File: src/rtl/kipm_ram.sv
// kipm_ram: generic single port ram with registered read
// no dependencies
`timescale 1ns / 1ps
`default_nettype none
module kipm_ram #(
  parameter int unsigned WIDTH = 8,
  parameter int unsigned DEPTH = 16
) (
  input  wire logic                     clk,
  input  wire logic                     we,
  input  wire logic [$clog2(DEPTH)-1:0] addr,
  input  wire logic [WIDTH-1:0]         wdata,
  output logic      [WIDTH-1:0]         rdata
);
  logic [WIDTH-1:0] mem [DEPTH];
  always_ff @(posedge clk) begin
    if (we) mem[addr] <= wdata;
    rdata <= mem[addr];
  end
endmodule
`default_nettype wire

File: config.mk
export PLATFORM = sky130hd
export DESIGN_NAME = kipm_ram
export DESIGN_NICKNAME = d
export VERILOG_FILES = /design/src/rtl/kipm_ram.sv
export SDC_FILE = /design/constraint.sdc
export NUM_CORES = 1
export LEC_CHECK = 0
export ABC_AREA = 0
export BUFFER_PORTS_ARGS = -buffer_cell sky130_fd_sc_hd__buf_2
export CAP_MARGIN = 20
export CORE_ASPECT_RATIO = 1.1
export CORE_MARGIN = 4
export CORE_UTILIZATION = 45
export CTS_CLUSTER_DIAMETER = 150
export DETAILED_ROUTE_END_ITERATION = 16
export GPL_ROUTABILITY_DRIVEN = 1
export GPL_TIMING_DRIVEN = 0
export PLACE_DENSITY = 0.64
export SKIP_CTS_REPAIR_TIMING = 1
export SLEW_MARGIN = 40
export SYNTH_ARGS = -nofsm -noshare
export SYNTH_HDL_FRONTEND = slang
export SYNTH_SLANG_ARGS = --single-unit
File: constraint.sdc
create_clock -name clk -period 3.55 [get_ports clk]
set_input_delay 0.5325 -clock clk [delete_from_list [all_inputs] [get_ports clk]]
set_output_delay 0.5325 -clock clk [all_outputs]
set_load 0.005 [all_outputs]
==> metrics.yaml <==
clock_tree:
  cts_made_buffers: 17
  cts.htree.levels: 4
  cts.clk_slew.worst_paths_ps: 50
  cts_tree: "done"
  worstSkewPairLatency_ps: 410
  cts_max_path_buffers: 2
  clock-sinks: 136
  ctsRootBufferMaster: "clkbuf_16"
floorplan:
  initial_utilization_pct: 46.2
  die_h_um: 119
  rows: 40
  die_x_um: 109
  die-area_mm2: 0.0130
  core_mm2: 0.0110
  io_pins: 22
logic_synthesis:
  syn-num-nets: 244
  synth_top_family_by_area: "multiplexers"
  synth_cell_types: 18
  syn_area_per_cell_um2: 22.0
  synthMuxAreaShare_pct: 14.2
  synthSimpleGateAreaFrac_pct: 3.21
  syn_inst: 230
  synth-compound-area-share_pct: 2.37
  synthAdderAreaFrac_pct: 0
  synth_xor_area_share_pct: 0
  yosys_warnings: 0
  ys_seq_area_share_pct: 79.0
  synth_area_mm2: 0.00507
  ys_ff_latch: 136
worst_setup_path:
  path_max_fanout: 10
  crit_type: "primary input to flip-flop"
  crit_arrival_ps: 2250
  critPathCaptureType: "flip-flop"
  start_kind: "primary input"
  cp.required_ps: 3580
sta:
  skew_ps: 6.19
  max-slew-margin-rel_pct: 46.7
  max_freq_ghz: 0.450
  fin_setup_tns_ps: 0
  rsz0062_at_grt: "no"
  period_share_pct: 62.5
  worstMarginPinSlew_ps: 797
  hold_viol_final: 0
  whs_ps: 534
  fin_crit_ps: 2220
  setup_viol_count_final: 0
  drv_slew: 0
layout:
  multi_input_area_mm2: 0.00102
  drive_gt1_share_pct: 32.0
  final_nets: 282
  synthToLayoutAreaGrowth_pct: 18.7
  finish.utilization_pct: 54.9
  final_area_mm2: 0.00601
  seq_area_mm2: 0.00400
  n_antenna_cell: 0
  fillCellCount: 803
route:
  vias: 2314
  wl_mm: 9.48
  routedWlPerCell_um: 22.1
  drt_first_iter_violations: 173
  drt_drc_violations_left: 0
  detail_route.first_pass.iterations: 4
  ant_nets: 0
  viasPerCell: 5.41
place:
  portBuffers: 19
  dp_hpwl_mm: 6.12
  post_dp_cell_area_mm2: 0.00537
  gp_congestion: 0.744
grt:
  grt_pass1_wl_mm: 14.4
  antenna_found_initial: 0
  grt_max_degree: 17
  gr-usage-all-layers_pct: 16.0
  grt_overflow_total: 0
  grt_pass1_vias: 2432
power:
  leakage_nw: 1.97
  internal_power_mw: 3.16
  power_frac_comb_pct: 4.3
  power_density_mw_per_mm2: 641
  p_sw_share_pct: 18.0
  p_seq_share_pct: 46.8
  p_sw_mw: 0.695
  p_clk_share_pct: 48.9
  max-vdd-ir-drop_mv: 0.298
  total_power_mw: 3.86
min_path:
  holdCritPathClass: "primary input to flip-flop"
status:
  status: "complete, no violations"
job:
  maxCapViolCount: 0
-- critical path, stage by stage --
cell and delay (ps):
buf_2 260, buf_1 530, nand2_1 260, nor2_1 670
-- placed cells by master, fill, tap and decap left out, types with 2 or more instances in the layout --
master,netlist,layout
dfxtp_1,8,8
buf_6,2,2
nand2b_1,2,2
clkbuf_8,0,3
clkinv_2,0,4
clkbuf_16,0,17
buf_2,2,21
a22oi_1,16,16
clkbuf_1,2,5
buf_1,4,4
mux4_2,32,32
bufinv_16,0,5
nand3b_1,2,2
edfxtp_1,128,128
nand2_1,9,9
nor3_2,0,4
nor2b_1,2,2
nor2_1,13,13
-- cell families (layout without fill, tap and decap cells) --
kind of cell,after synthesis,count (layout)
DFF,136,136
and+or+nand+nor,35,35
muxes,32,32
AOI/OAI and AO/OA,16,16
buffers and inverters,11,62
-- stage by stage --
step | setup slack (ps) | std cells
after floorplan | 1520 | 230
after global placement | 892 | 396
after detailed placement | 897 | 396
after CTS | 1320 | 428
after global routing | 1200 | 428
final | 1330 | 428
-- final timing paths --
check	cells after the start	slack, ps	endpoint	startpoint
worst max-delay path	4	1330	mem[15][5]	addr[1]
worst min-delay path	1	530	mem[12][2]	wdata[2]
worst max register to register	3	2140	rdata[2]	mem[2][2]
worst min register to register	3	690	rdata[5]	mem[12][5]
-- metal layers --
metal	track usage [%]	part of all wire, %	vias up
li1	-	-	1038
met1	20.4	42	1219
met2	26.2	53	48
met3	4.44	4.1	9
met4	6.08	1.1	0
met5	0	0	-
-- power by group through the flow --
stage          clock network [mW]  registers [mW]  logic, mW
4_1_cts                      1.91            1.81      0.170
5_1_grt                      1.99            1.81      0.181
3_3_place_gp                    0            1.84      0.164
3_5_place_dp                    0            1.84      0.170
2_1_floorplan                   0            1.84     0.0925
6_report                     1.88            1.81      0.167
-- sequential cells by signal (all words and copies together), names as in the netlist --
register and flops:
mem 128, rdata 8
-- cells in the mapped netlist --
cell,number,area share (%)
edfxtp_1,128,76
mux4_2,32,14
a22oi_1,16,2.4
nor2_1,13,0.96
nand2_1,9,0.67
dfxtp_1,8,3.2
buf_1,4,0.30
nor3_1,4,0.40
buf_2,2,0.20
buf_6,2,0.44
clkbuf_1,2,0.15
nand2b_1,2,0.25
nand3b_1,2,0.30
nor2b_1,2,0.25
and2_1,1,0.12
clkbuf_2,1,0.099
nand3_1,1,0.099
or3b_2,1,0.17
-- area by class of cell --
| cell class | count | area share (%) |
|---|---|---|
| Buffer | 11 | 0.999 |
| Clock buffer | 23 | 7.95 |
| Clock inverter | 9 | 2.83 |
| Multi-Input combinational cell | 83 | 17.0 |
| Sequential cell | 136 | 66.6 |
| Tap cell | 147 | 3.06 |
| Timing Repair Buffer | 19 | 1.58 |
No activity file was read; power rests on OpenSTA's default activity.
