==> src/rtl/kipm_pkg.sv <==
// kipm_pkg: constants, status codes and word types for the keyed id map
// no dependencies
`timescale 1ns / 1ps
`default_nettype none
package kipm_pkg;
  localparam int unsigned DefEntries = 1024;
  localparam int unsigned DefOrdinalBits = 24;
  localparam int unsigned KeyW = 32;
  localparam int unsigned TargetW = 24;
  localparam int unsigned DomainW = 8;
  localparam int unsigned OrdinalW = 24;
  localparam int unsigned StatusW = 2;
  localparam logic [31:0] HashMult = 32'd2654435769;

  typedef enum logic [StatusW-1:0] {
    ST_INSERTED = 2'd0,
    ST_PRESENT  = 2'd1,
    ST_MISS     = 2'd2,
    ST_FULL     = 2'd3
  } status_t;

  localparam logic CMD_LOOKUP = 1'b0;
  localparam logic CMD_INSERT = 1'b1;

  typedef struct packed {
    logic                cmd;
    logic [DomainW-1:0]  domain;
    logic [OrdinalW-1:0] ordinal;
    logic [TargetW-1:0]  new_target;
  } req_word_t;

  typedef struct packed {
    logic               found;
    logic [TargetW-1:0] result_target;
    status_t            status;
  } rsp_word_t;
endpackage
`default_nettype wire

==> src/rtl/kipm_hash.sv <==
// kipm_hash: registered multiplicative hash giving the home slot of a key
// depends on kipm_pkg
`timescale 1ns / 1ps
`default_nettype none
module kipm_hash #(
  parameter int unsigned ENTRIES = kipm_pkg::DefEntries
) (
  input  wire logic                            clk,
  input  wire logic [kipm_pkg::KeyW-1:0]       key,
  output logic      [$clog2(ENTRIES)-1:0]      slot
);
  import kipm_pkg::*;
  localparam int unsigned SW = $clog2(ENTRIES);
  logic [KeyW-1:0] prod;
  // low SW bits of the product mod 2^32 are the product mod 2^SW
  assign prod = key * HashMult;
  always_ff @(posedge clk) slot <= prod[SW-1:0];
endmodule
`default_nettype wire

==> config.mk <==
export PLATFORM = sky130hd
export DESIGN_NAME = kipm_hash
export DESIGN_NICKNAME = d
export VERILOG_FILES = /design/src/rtl/kipm_pkg.sv /design/src/rtl/kipm_hash.sv
export SDC_FILE = /design/constraint.sdc
export NUM_CORES = 1
export LEC_CHECK = 0
export BUFFER_PORTS_ARGS = -buffer_cell sky130_fd_sc_hd__buf_4
export CAP_MARGIN = 20
export CORE_ASPECT_RATIO = 1.1
export CORE_MARGIN = 2
export CORE_UTILIZATION = 40
export DETAILED_ROUTE_END_ITERATION = 10
export PLACE_DENSITY = 0.74
export SLEW_MARGIN = 20
export SYNTH_ARGS = -nofsm -noshare
export SYNTH_HDL_FRONTEND = slang
export SYNTH_SLANG_ARGS = --single-unit
==> constraint.sdc <==
create_clock -name clk -period 3.3 [get_ports clk]
set_clock_uncertainty 0.2 [all_clocks]
set_input_delay 0.165 -clock clk [delete_from_list [all_inputs] [get_ports clk]]
set_output_delay 0.165 -clock clk [all_outputs]
set_load 0.05 [all_outputs]
==> flow_metrics.env, run 1 <==
export IMPL_run_status="completed"
export IMPL_routed_via_count=627
export IMPL_grt_overflow=0
export IMPL_netSwitchingFraction_pct=43.1
export IMPL_met3_usage_pct=3.79
export IMPL_clkPwrFrac_pct=9.7
export IMPL_cts_post_setup_buffers_inserted=0
export IMPL_ctsLongestPathBuffers=2
export IMPL_finalSetupTns_ns=0
export IMPL_post_cts_resized_instances=0
export IMPL_post_route_cells_drive_above_1_share_pct=31.5
export IMPL_instances_no_fill=139
export IMPL_cp_data_required_time_ns=3.25
export IMPL_synth_warning_count=0
export IMPL_final_max_slew_violation_count=0
export IMPL_ir_worst_vdd_v=0.000367
export IMPL_critical_path_startpoint="key[3]"
export IMPL_ff_latch_area_um2=200
export IMPL_ctsRootBufferMaster="sky130_fd_sc_hd__clkbuf_4"
export IMPL_cts_htree_levels=1
export IMPL_ys_ff_latch=10
export IMPL_die_width_um=48.2
export IMPL_grt_max_degree=6
export IMPL_path_max_fanout=4
export IMPL_maxCapViolCount=0
export IMPL_numPlacedInstances=133
export IMPL_grt_antenna_before_repair=0
export IMPL_layout_cells_most_common="sky130_fd_sc_hd__buf_4"
export IMPL_tritoncts="yes"
export IMPL_vias_in_the_first_global_route=634
export IMPL_synth_seq_area_share_pct=23.3
export IMPL_timing_final_hold_violations=0
export IMPL_hold_path_startpoint="key[3]"
export IMPL_router_iterations_before_antenna_repair=1
export IMPL_gr_usage_met2_pct=26.1
export IMPL_cts_num_sinks=10
export IMPL_first_iter_violations=0
export IMPL_die_h_um=52.6
export IMPL_area_of_the_mapped_netlist_um2=860
export IMPL_min_path_cells=3
export IMPL_timing_setup_critical_path_class="in -> reg"
export IMPL_nets=175
export IMPL_intPower_w=0.000469
export IMPL_synthCells=76
export IMPL_cts_inserted_buffers=3
export IMPL_cts_clk_slew_worst_paths_ns=0.06
export IMPL_largest_register_ffs=10
export IMPL_drt_wirelength_per_cell_um=11.0
export IMPL_synth_cell_type_count=15
export IMPL_post_route_period_util_pct=96.7
export IMPL_global_route_usage_met1_pct=14.1
export IMPL_diodes=0
export IMPL_multi_input_area_um2=632
export IMPL_timing_worst_slew_pin_value_ns=0.246
export IMPL_synth_fp_nets=138
export IMPL_gpl_final_weighted_congestion=0.783
export IMPL_floorplan_rows=17
export IMPL_routed_via_count_divided_by_cell_count=4.51
export IMPL_top_register_by_number_of_flip_flops="slot"
export IMPL_fillers=171
export IMPL_p_leak_nw=0.609
export IMPL_post_synth_cell_area_avg_um2=11.3
export IMPL_wirelength_mm=1.53
export IMPL_rsz_0062_raised_after_global_routing="false"
export IMPL_floorplan_die_area_um2=2540
export IMPL_number_of_drc_violations_after_detailed_routing=0
export IMPL_netSwitchingPower_w=0.000356
export IMPL_globalRouteTotalUtil_pct=14.9
export IMPL_holdCritPathClass="in -> reg"
export IMPL_seq_power_share_pct=20.8
export IMPL_worstSetupStartpointType="input pin"
export IMPL_busiest_layer="met2"
export IMPL_grt_pass1_wl_mm=2.52
export IMPL_port_buffer_count=20
export IMPL_top_regs="slot (10)"
export IMPL_power_density_nw_per_um2=693
export IMPL_drtAntennaViolNets=0
export IMPL_floorplan_io_pins=43
export IMPL_postCtsHoldBufs=3
export IMPL_setup_violations_final=0
export IMPL_place_detailed_hpwl_mm=1.30
export IMPL_timing_fmax_mhz=313
export IMPL_worstSetupEndpointType="flop"
export IMPL_slew_headroom_pct=83.5
export IMPL_core_region_area_um2=2020
export IMPL_comb_power_share_pct=69.5
export IMPL_worst_endpoint_arrival_ns=3.14
export IMPL_flow_area_growth_from_synthesis_pct=38.4
export IMPL_initial_core_util_pct=42.5
export IMPL_period_minus_slack_ns=3.19
export IMPL_most_common_layout_cells="sky130_fd_sc_hd__buf_4 (29), sky130_fd_sc_hd__ha_1 (20), sky130_fd_sc_hd__inv_1 (14), sky130_fd_sc_hd__xnor2_1 (10), sky130_fd_sc_hd__dfxtp_1 (10)"
## Yosys cell counts
library cell | count | area, um2
sky130_fd_sc_hd__a21o_1 | 1 | 7.51
sky130_fd_sc_hd__a21oi_1 | 3 | 15.0
sky130_fd_sc_hd__a31oi_1 | 1 | 6.26
sky130_fd_sc_hd__dfxtp_1 | 10 | 200
sky130_fd_sc_hd__fa_1 | 7 | 140
sky130_fd_sc_hd__ha_1 | 22 | 275
sky130_fd_sc_hd__inv_1 | 14 | 52.6
sky130_fd_sc_hd__nand2_1 | 1 | 3.75
sky130_fd_sc_hd__nand3_1 | 1 | 5.00
sky130_fd_sc_hd__nor2_1 | 1 | 3.75
sky130_fd_sc_hd__nor2b_1 | 1 | 6.26
sky130_fd_sc_hd__xnor2_1 | 10 | 87.6
sky130_fd_sc_hd__xnor2_2 | 1 | 16.3
sky130_fd_sc_hd__xnor3_1 | 1 | 22.5
sky130_fd_sc_hd__xor2_1 | 2 | 17.5
## critical path: stages
cell	delay (ns)
sky130_fd_sc_hd__buf_4	0.11
sky130_fd_sc_hd__ha_1	0.28
sky130_fd_sc_hd__ha_1	0.27
sky130_fd_sc_hd__inv_1	0.05
sky130_fd_sc_hd__fa_1	0.55
sky130_fd_sc_hd__fa_1	0.43
sky130_fd_sc_hd__fa_1	0.51
sky130_fd_sc_hd__inv_1	0.06
sky130_fd_sc_hd__ha_4	0.25
sky130_fd_sc_hd__a21oi_1	0.12
sky130_fd_sc_hd__nand2_1	0.06
sky130_fd_sc_hd__a31oi_1	0.17
sky130_fd_sc_hd__xnor2_1	0.09
## power by group through the flow
stage / Combinational (W) / Sequential [W] / Clock (W)
detailed placement: 0.000574 / 0.000174 / 0
finish: 0.000573 / 0.000172 / 0.0000799
global route: 0.000629 / 0.000177 / 0.0000896
global placement: 0.000561 / 0.000174 / 0
floorplan: 0.000284 / 0.000305 / 0
CTS: 0.000582 / 0.000172 / 0.0000841
## final cells by class
type	instances	area share (%)
repair buffers	32	20.8
well taps	28	2.94
multi-input cells	52	53.1
flip-flops and latches	10	16.8
inverters	14	4.42
clock buffers	3	1.89
## per-layer routing
layer  vias to the layer above  routed length [um]  share of wire, %
li1                        315                   -                 -
met1                       287                 540                35
met2                        17                 878                57
met3                         8                  49               3.2
met4                         0                  61               4.0
met5                         -                   0                 0
## worst paths after layout
path                              end  slack, ns
worst max-delay path  slot[9]$_DFF_P_       0.11
worst min-delay path  slot[3]$_DFF_P_       0.03
## stage by stage
step / total power (W) / setup slack (ns) / hold WS [ns] / instance area (um2) / utilization (%)
after CTS: 0.000838 / 0.0936 / 0.0284 / 1190 / 58.9
after global routing: 0.000895 / 0.00769 / 0.0380 / 1190 / 58.9
after floorplan: 0.000589 / 0.0481 / -0.00728 / 885 / -
final: 0.000825 / 0.109 / 0.0311 / 1190 / 58.9
after global placement: 0.000735 / -0.139 / 0.198 / 1140 / 56.3
after detailed placement: 0.000748 / -0.178 / 0.201 / 1140 / 56.3
## cells by family (layout without fill, tap and decap cells)
| group | count (synthesis) | in the layout | synth area share [%] |
|---|---|---|---|
| simple gates | 4 | 4 | 2.18 |
| buf+inv | 14 | 49 | 6.11 |
| compound gates | 5 | 5 | 3.35 |
| fa+ha+maj | 29 | 29 | 48.3 |
| flops | 10 | 10 | 23.3 |
| xor+xnor | 14 | 14 | 16.7 |
Note: power is estimated with default switching activity, not from simulation.
==> run 2, diff against run 1 <==
Settings changed: ABC_AREA set to 1, CORE_UTILIZATION 40 to 42, PLACE_DENSITY 0.74 to 0.75.
==> run 2 against run 1 <==
  * Non-clock buffer count down 4
  * Largest cell class unchanged
  * Utilization down 2.5 points
  * Fmax rose by 1.9%
  * Final area increased by 6.7%
  * Count of clock-buffer cells in the layout did not move
  * Critical endpoint unchanged
  * Total power is 8.0% lower
  * First-iteration DRC count unchanged
  * Combinational power is 11% lower
  * Synthesized cell count increased by 66%
  * Highest routed layer unchanged
  * Clock power up 1%
  * Flip-flop and latch count unchanged
  * Critical path depth unchanged
==> flow_metrics.env, run 2 <==
export IMPL_intPower_w=0.000393
export IMPL_yosysMostFrequentCell="sky130_fd_sc_hd__nand2_1"
export IMPL_cts_clk_slew_worst_paths_ns=0.06
export IMPL_comb_power_share_pct=67.1
export IMPL_top_register_by_number_of_flip_flops="slot"
export IMPL_seq_power_share_pct=22.3
export IMPL_floorplan_rows=18
export IMPL_worst_endpoint_arrival_ns=3.09
export IMPL_cts_htree_levels=1
export IMPL_synth_main_ff_cell="sky130_fd_sc_hd__dfxtp_1"
export IMPL_post_synth_cell_area_avg_um2=7.87
export IMPL_slew_headroom_pct=87.7
export IMPL_drtAntennaViolNets=0
export IMPL_core_region_area_um2=2250
export IMPL_maxCapViolCount=0
export IMPL_synthCells=126
export IMPL_finalSetupTns_ns=0
export IMPL_pre_cts_slack_ns=-0.148
export IMPL_netSwitchingFraction_pct=48.3
export IMPL_clkPwrFrac_pct=10.6
export IMPL_multi_input_area_um2=672
export IMPL_fillers=209
export IMPL_first_iter_violations=0
export IMPL_cp_data_required_time_ns=3.26
export IMPL_timing_worst_slew_pin_value_ns=0.183
export IMPL_floorplan_io_pins=43
export IMPL_holdCritPathClass="in -> reg"
export IMPL_flow_area_growth_from_synthesis_pct=28.0
export IMPL_routed_via_count_divided_by_cell_count=4.38
export IMPL_yosysTopAreaCellShare_pct=27.7
export IMPL_worst_path_dominant_cell_family="adder cells"
export IMPL_vias_in_the_first_global_route=771
export IMPL_number_of_flops_mapped_to_enable_cells_by_yosys=0
export IMPL_post_route_cells_drive_above_1_share_pct=25.5
export IMPL_synth_seq_area_share_pct=20.2
export IMPL_synthTopCellsByArea="sky130_fd_sc_hd__ha_1 (28%), sky130_fd_sc_hd__dfxtp_1 (20%), sky130_fd_sc_hd__fa_1 (14%), sky130_fd_sc_hd__nand2_1 (13%), sky130_fd_sc_hd__inv_1 (11%)"
export IMPL_finish_utilization_pct=56.4
export IMPL_worstSetupStartpointType="input pin"
export IMPL_grt_overflow=0
export IMPL_proportion_of_register_bits_with_asynchronous_set_or_reset_after_synthesis_pct=0
export IMPL_rsz_0062_raised_after_global_routing="false"
export IMPL_cts_num_sinks=10
export IMPL_router_iterations_before_antenna_repair=1
export IMPL_synth_fp_nets=188
export IMPL_diodes=0
export IMPL_critical_path_cell_chain="buf_4 -> ha_1 -> ha_1 -> inv_1 -> fa_1 -> fa_1 -> fa_1 -> inv_1 -> ha_1 -> nand2_1 -> nand2_1 -> nand3_1 -> nand2_1"
export IMPL_nets=221
export IMPL_layout_cells_most_common="sky130_fd_sc_hd__nand2_1"
export IMPL_initial_core_util_pct=44.1
export IMPL_gpl_final_weighted_congestion=0.795
export IMPL_cts_inserted_buffers=3
export IMPL_routed_via_count=819
export IMPL_port_buffer_count=20
export IMPL_floorplan_die_area_um2=2770
export IMPL_layout_setup_ws_ns=0.168
export IMPL_drt_wirelength_per_cell_um=8.87
export IMPL_setup_violations_final=0
export IMPL_grt_pass1_wl_mm=2.93
export IMPL_synthTopCellsByCount="sky130_fd_sc_hd__nand2_1 (34), sky130_fd_sc_hd__inv_1 (28), sky130_fd_sc_hd__ha_1 (22), sky130_fd_sc_hd__dfxtp_1 (10)"
export IMPL_most_common_layout_cells="sky130_fd_sc_hd__nand2_1 (34), sky130_fd_sc_hd__inv_1 (28), sky130_fd_sc_hd__buf_4 (25), sky130_fd_sc_hd__ha_1 (22), sky130_fd_sc_hd__dfxtp_1 (10)"
export IMPL_tritoncts="yes"
export IMPL_final_max_slew_violation_count=0
export IMPL_synth_warning_count=0
export IMPL_ff_latch_area_um2=200
export IMPL_timing_fmax_mhz=319
export IMPL_timing_setup_critical_path_class="in -> reg"
export IMPL_timing_critical_path_buf_inv=3
export IMPL_power_density_nw_per_um2=598
export IMPL_timing_final_hold_violations=0
export IMPL_synth_cell_type_count=13
export IMPL_critical_path_max_stage_delay_ns=0.52
export IMPL_ys_ff_latch=10
export IMPL_area_of_the_mapped_netlist_um2=992
export IMPL_post_synth_top_area_cell="sky130_fd_sc_hd__ha_1"
export IMPL_p_leak_nw=0.754
export IMPL_top_regs="slot (10)"
export IMPL_largest_register_ffs=10
export IMPL_globalRouteTotalUtil_pct=13.9
export IMPL_ctsLongestPathBuffers=2
export IMPL_ir_worst_vdd_v=0.000387
export IMPL_wirelength_mm=1.66
export IMPL_die_h_um=55.0
export IMPL_cts_post_setup_buffers_inserted=0
export IMPL_place_detailed_hpwl_mm=1.51
export IMPL_number_of_drc_violations_after_detailed_routing=0
export IMPL_path_max_fanout=2
export IMPL_period_minus_slack_ns=3.13
export IMPL_worstSetupEndpointType="flop"
export IMPL_grt_max_degree=6
export IMPL_grt_antenna_before_repair=0
export IMPL_critPathSlowestCell="sky130_fd_sc_hd__fa_1"
export IMPL_die_width_um=50.3
export IMPL_ctsRootBufferMaster="sky130_fd_sc_hd__clkbuf_4"
export IMPL_post_route_period_util_pct=94.9
export IMPL_netSwitchingPower_w=0.000367
export IMPL_fin_total_pwr_w=0.000759
export IMPL_run_status="completed"
==> run 2: through the flow <==
step / cells / hold WS, ns / cell area (um2)
after global placement: 181 / 0.110 / 1220
after global routing: 187 / 0.0724 / 1270
after CTS: 187 / 0.0530 / 1270
after detailed placement: 181 / 0.110 / 1220
final: 187 / 0.0535 / 1270
after floorplan: 126 / -0.00728 / 992
==> run 2: kinds of logic (layout without fill, tap and decap cells) <==
| logic type | after synthesis | in the layout | synth area share, % |
|---|---|---|---|
| buf+inv | 32 | 63 | 12.1 |
| simple gates | 50 | 50 | 21.8 |
| compound gates | 1 | 1 | 0.504 |
| fa+ha+maj | 29 | 29 | 41.9 |
| flops | 10 | 10 | 20.2 |
| xor+xnor | 4 | 4 | 3.53 |
==> run 2: path summary, 6_finish.rpt <==
path / slack, ns / end / startpoint / depth (start not counted)
max: 0.17 / slot[9]$_DFF_P_ / key[0] / 13
min: 0.05 / slot[3]$_DFF_P_ / key[0] / 3
==> run 2: worst min-delay path, cell delays in order <==
cell	delay (ns)
sky130_fd_sc_hd__buf_4	0.09
sky130_fd_sc_hd__buf_4	0.11
sky130_fd_sc_hd__ha_1	0.12
==> run 2: power groups by stage <==
| stage | Clock, W | Sequential [W] | Combinational [W] |
|---|---|---|---|
| 2_1_floorplan | 0 | 0.000303 | 0.000257 |
| 6_report | 0.0000807 | 0.000169 | 0.000509 |
| 5_1_grt | 0.0000876 | 0.000171 | 0.000572 |
| 3_3_place_gp | 0 | 0.000171 | 0.000499 |
| 3_5_place_dp | 0 | 0.000172 | 0.000514 |
| 4_1_cts | 0.0000842 | 0.000169 | 0.000517 |
==> run 2: per-layer routing <==
layer  wire (um)  track usage [%]  vias to the layer above
met5           0                0                        -
met2         875             27.0                       15
met3          58             2.69                        2
met1         704             14.9                      362
li1            -                -                      440
met4          19             6.31                        0
==> run 2: layout make-up <==
type                    count  area share [%]
multi-input cells          84            52.9
repair buffers             28            17.1
flip-flops and latches     10            15.8
inverters                  32            9.46
well taps                  30            2.96
clock buffers               3            1.77
==> run 2: what timing repair did <==
action	4_1_cts	5_1_grt
endpoints found under the setup margin	0	0
hold buffers	3	0
resized for setup	0	0
endpoints found under the hold margin	3	0
==> run 3, diff against run 2 <==
Settings changed: CAP_MARGIN 20 to unset, CORE_MARGIN 2 to unset, SETUP_SLACK_MARGIN set to 0.4.
==> run 3 against run 2 <==
  * Cell count decreased by 1.6%
  * Utilization grew 6.3 points
  * Die area fell by 7.5%
  * Final area increased by 10%
  * Routed wire length is 21% higher
  * Sequential share of layout area down 1.4 points
  * Fmax grew 8.4%
  * Clock power grew 2%
  * Total power rose by 13%
  * Largest cell class unchanged
  * Highest routed layer unchanged
==> flow_metrics.env, run 3 (synthesis gave the netlist of run 2 again) <==
export IMPL_multi_input_area_um2=816
export IMPL_routed_via_count=845
export IMPL_router_iterations_before_antenna_repair=4
export IMPL_drtAntennaViolNets=0
export IMPL_routed_via_count_divided_by_cell_count=4.59
export IMPL_vias_in_the_first_global_route=791
export IMPL_worstSetupEndpointType="flop"
export IMPL_cp_data_required_time_ns=3.27
export IMPL_ff_latch_area_um2=200
export IMPL_most_common_layout_cells="sky130_fd_sc_hd__nand2_1 (33), sky130_fd_sc_hd__inv_1 (23), sky130_fd_sc_hd__buf_4 (20), sky130_fd_sc_hd__ha_4 (11), sky130_fd_sc_hd__ha_1 (11)"
export IMPL_nets=218
export IMPL_place_detailed_hpwl_mm=1.57
export IMPL_floorplan_rows=18
export IMPL_drt_wirelength_per_cell_um=10.9
export IMPL_post_route_period_util_pct=87.6
export IMPL_tritoncts="yes"
export IMPL_finalSetupTns_ns=0
export IMPL_rsz_0062_raised_after_global_routing="true"
export IMPL_grt_max_degree=6
export IMPL_top_regs="slot (10)"
export IMPL_run_status="completed"
export IMPL_fillers=175
export IMPL_globalRouteTotalUtil_pct=17.8
export IMPL_first_iter_violations=11
export IMPL_grt_overflow=0
export IMPL_gpl_final_weighted_congestion=0.729
export IMPL_cts_htree_levels=1
export IMPL_timing_final_hold_violations=0
export IMPL_diodes=0
export IMPL_hold_path_startpoint="key[4]"
export IMPL_worst_path_dominant_cell_family="adder cells"
export IMPL_ctsRootBufferMaster="sky130_fd_sc_hd__clkbuf_4"
export IMPL_wirelength_mm=2.01
export IMPL_number_of_drc_violations_after_detailed_routing=0
export IMPL_final_max_slew_violation_count=0
export IMPL_setup_violations_final=0
export IMPL_cts_num_sinks=10
export IMPL_min_to="slot[4]$_DFF_P_"
export IMPL_worstSetupStartpointType="input pin"
export IMPL_slew_headroom_pct=87.7
export IMPL_largest_register_ffs=10
export IMPL_holdCritPathClass="in -> reg"
export IMPL_power_density_nw_per_um2=612
export IMPL_layout_cells_most_common="sky130_fd_sc_hd__nand2_1"
export IMPL_finalInstanceArea_um2=1400
export IMPL_path_max_fanout=3
export IMPL_min_path_cells=3
export IMPL_initial_core_util_pct=44.5
export IMPL_ctsLongestPathBuffers=2
export IMPL_ir_worst_vdd_v=0.000503
export IMPL_floorplan_die_area_um2=2560
export IMPL_critical_path_max_stage_delay_ns=0.51
export IMPL_timing_fmax_mhz=346
export IMPL_grt_pass1_wl_mm=3.33
export IMPL_dpl_instance_area_um2=1260
export IMPL_flow_area_growth_from_synthesis_pct=40.9
export IMPL_grt_antenna_before_repair=0
export IMPL_cts_clk_slew_worst_paths_ns=0.06
export IMPL_critPathSlowestCell="sky130_fd_sc_hd__fa_1"
export IMPL_floorplan_io_pins=43
export IMPL_critical_path_cell_chain="buf_4 -> ha_4 -> ha_4 -> inv_2 -> fa_1 -> fa_1 -> fa_1 -> inv_2 -> ha_4 -> nand2_1 -> nand2_2 -> inv_1 -> nand2_1 -> nand2_1"
export IMPL_die_h_um=53.0
export IMPL_p_leak_nw=0.733
export IMPL_period_minus_slack_ns=2.89
export IMPL_maxCapViolCount=0
export IMPL_top_register_by_number_of_flip_flops="slot"
export IMPL_timing_setup_critical_path_class="in -> reg"
export IMPL_die_width_um=48.3
export IMPL_timing_worst_slew_pin_value_ns=0.183
export IMPL_post_route_cells_drive_above_1_share_pct=35.1
export IMPL_cts_inserted_buffers=3
export IMPL_worst_endpoint_arrival_ns=2.86
export IMPL_timing_critical_path_buf_inv=4
export IMPL_core_region_area_um2=2230
export IMPL_port_buffer_count=20
-- run 3: changes by cell type in the layout (fill, tap and decap cells not counted), sizes merged --
| cell | before | now |
|---|---|---|
| buf | 25 | 21 |
| dlygate4sd3 | 3 | 4 |
-- run 3: how the worst max path moves through the flow --
stage            from         endpoint  slack [ns]  depth (start not counted)
2_1_floorplan  key[1]  slot[9]$_DFF_P_        0.39                         13
3_3_place_gp   key[1]  slot[9]$_DFF_P_        0.14                         14
3_5_place_dp   key[3]  slot[9]$_DFF_P_        0.07                         16
4_1_cts        key[1]  slot[9]$_DFF_P_        0.40                         14
5_1_grt        key[0]  slot[9]$_DFF_P_        0.33                         15
6_report       key[1]  slot[9]$_DFF_P_        0.41                         14
-- run 3: per-layer routing --
metal / share of wire (%) / GRT usage (%)
met3: 2.7 / 3.45
met1: 40 / 18.7
met5: 0 / 0
met2: 57 / 35.7
met4: 0.40 / 5.88
-- run 3: stage by stage --
step | hold WS (ns) | util [%] | total power, W | worst slack, ns | std cells
floorplan | -0.00728 | - | 0.000594 | 0.388 | 126
global placement | 0.110 | 56.4 | 0.000705 | 0.144 | 176
detailed placement | 0.109 | 56.4 | 0.000728 | 0.0690 | 176
CTS | 0.105 | 60.3 | 0.000829 | 0.403 | 184
global route | 0.142 | 62.7 | 0.000934 | 0.330 | 184
finish | 0.129 | 62.7 | 0.000855 | 0.410 | 184
-- run 3: where the power goes --
part           switching [W]  internal [W]  total [W]
clock              0.0000402     0.0000421  0.0000822
combinational       0.000356      0.000246   0.000602
sequential        0.00000961      0.000161   0.000170
-- run 3: area by class of cell --
type / instances / share of cell area (%)
Inverter: 32 / 8.59
Timing Repair Buffer: 25 / 14.4
Clock buffer: 3 / 1.61
Sequential cell: 10 / 14.3
Multi-Input combinational cell: 84 / 58.4
Tap cell: 30 / 2.69
-- run 3: what timing repair did --
item	CTS	global route
buffers inserted	1	0
pin swaps	4	3
hold buffers	4	0
resized for setup	3	7
hold endpoints to repair	4	0
setup endpoints to repair	1	1
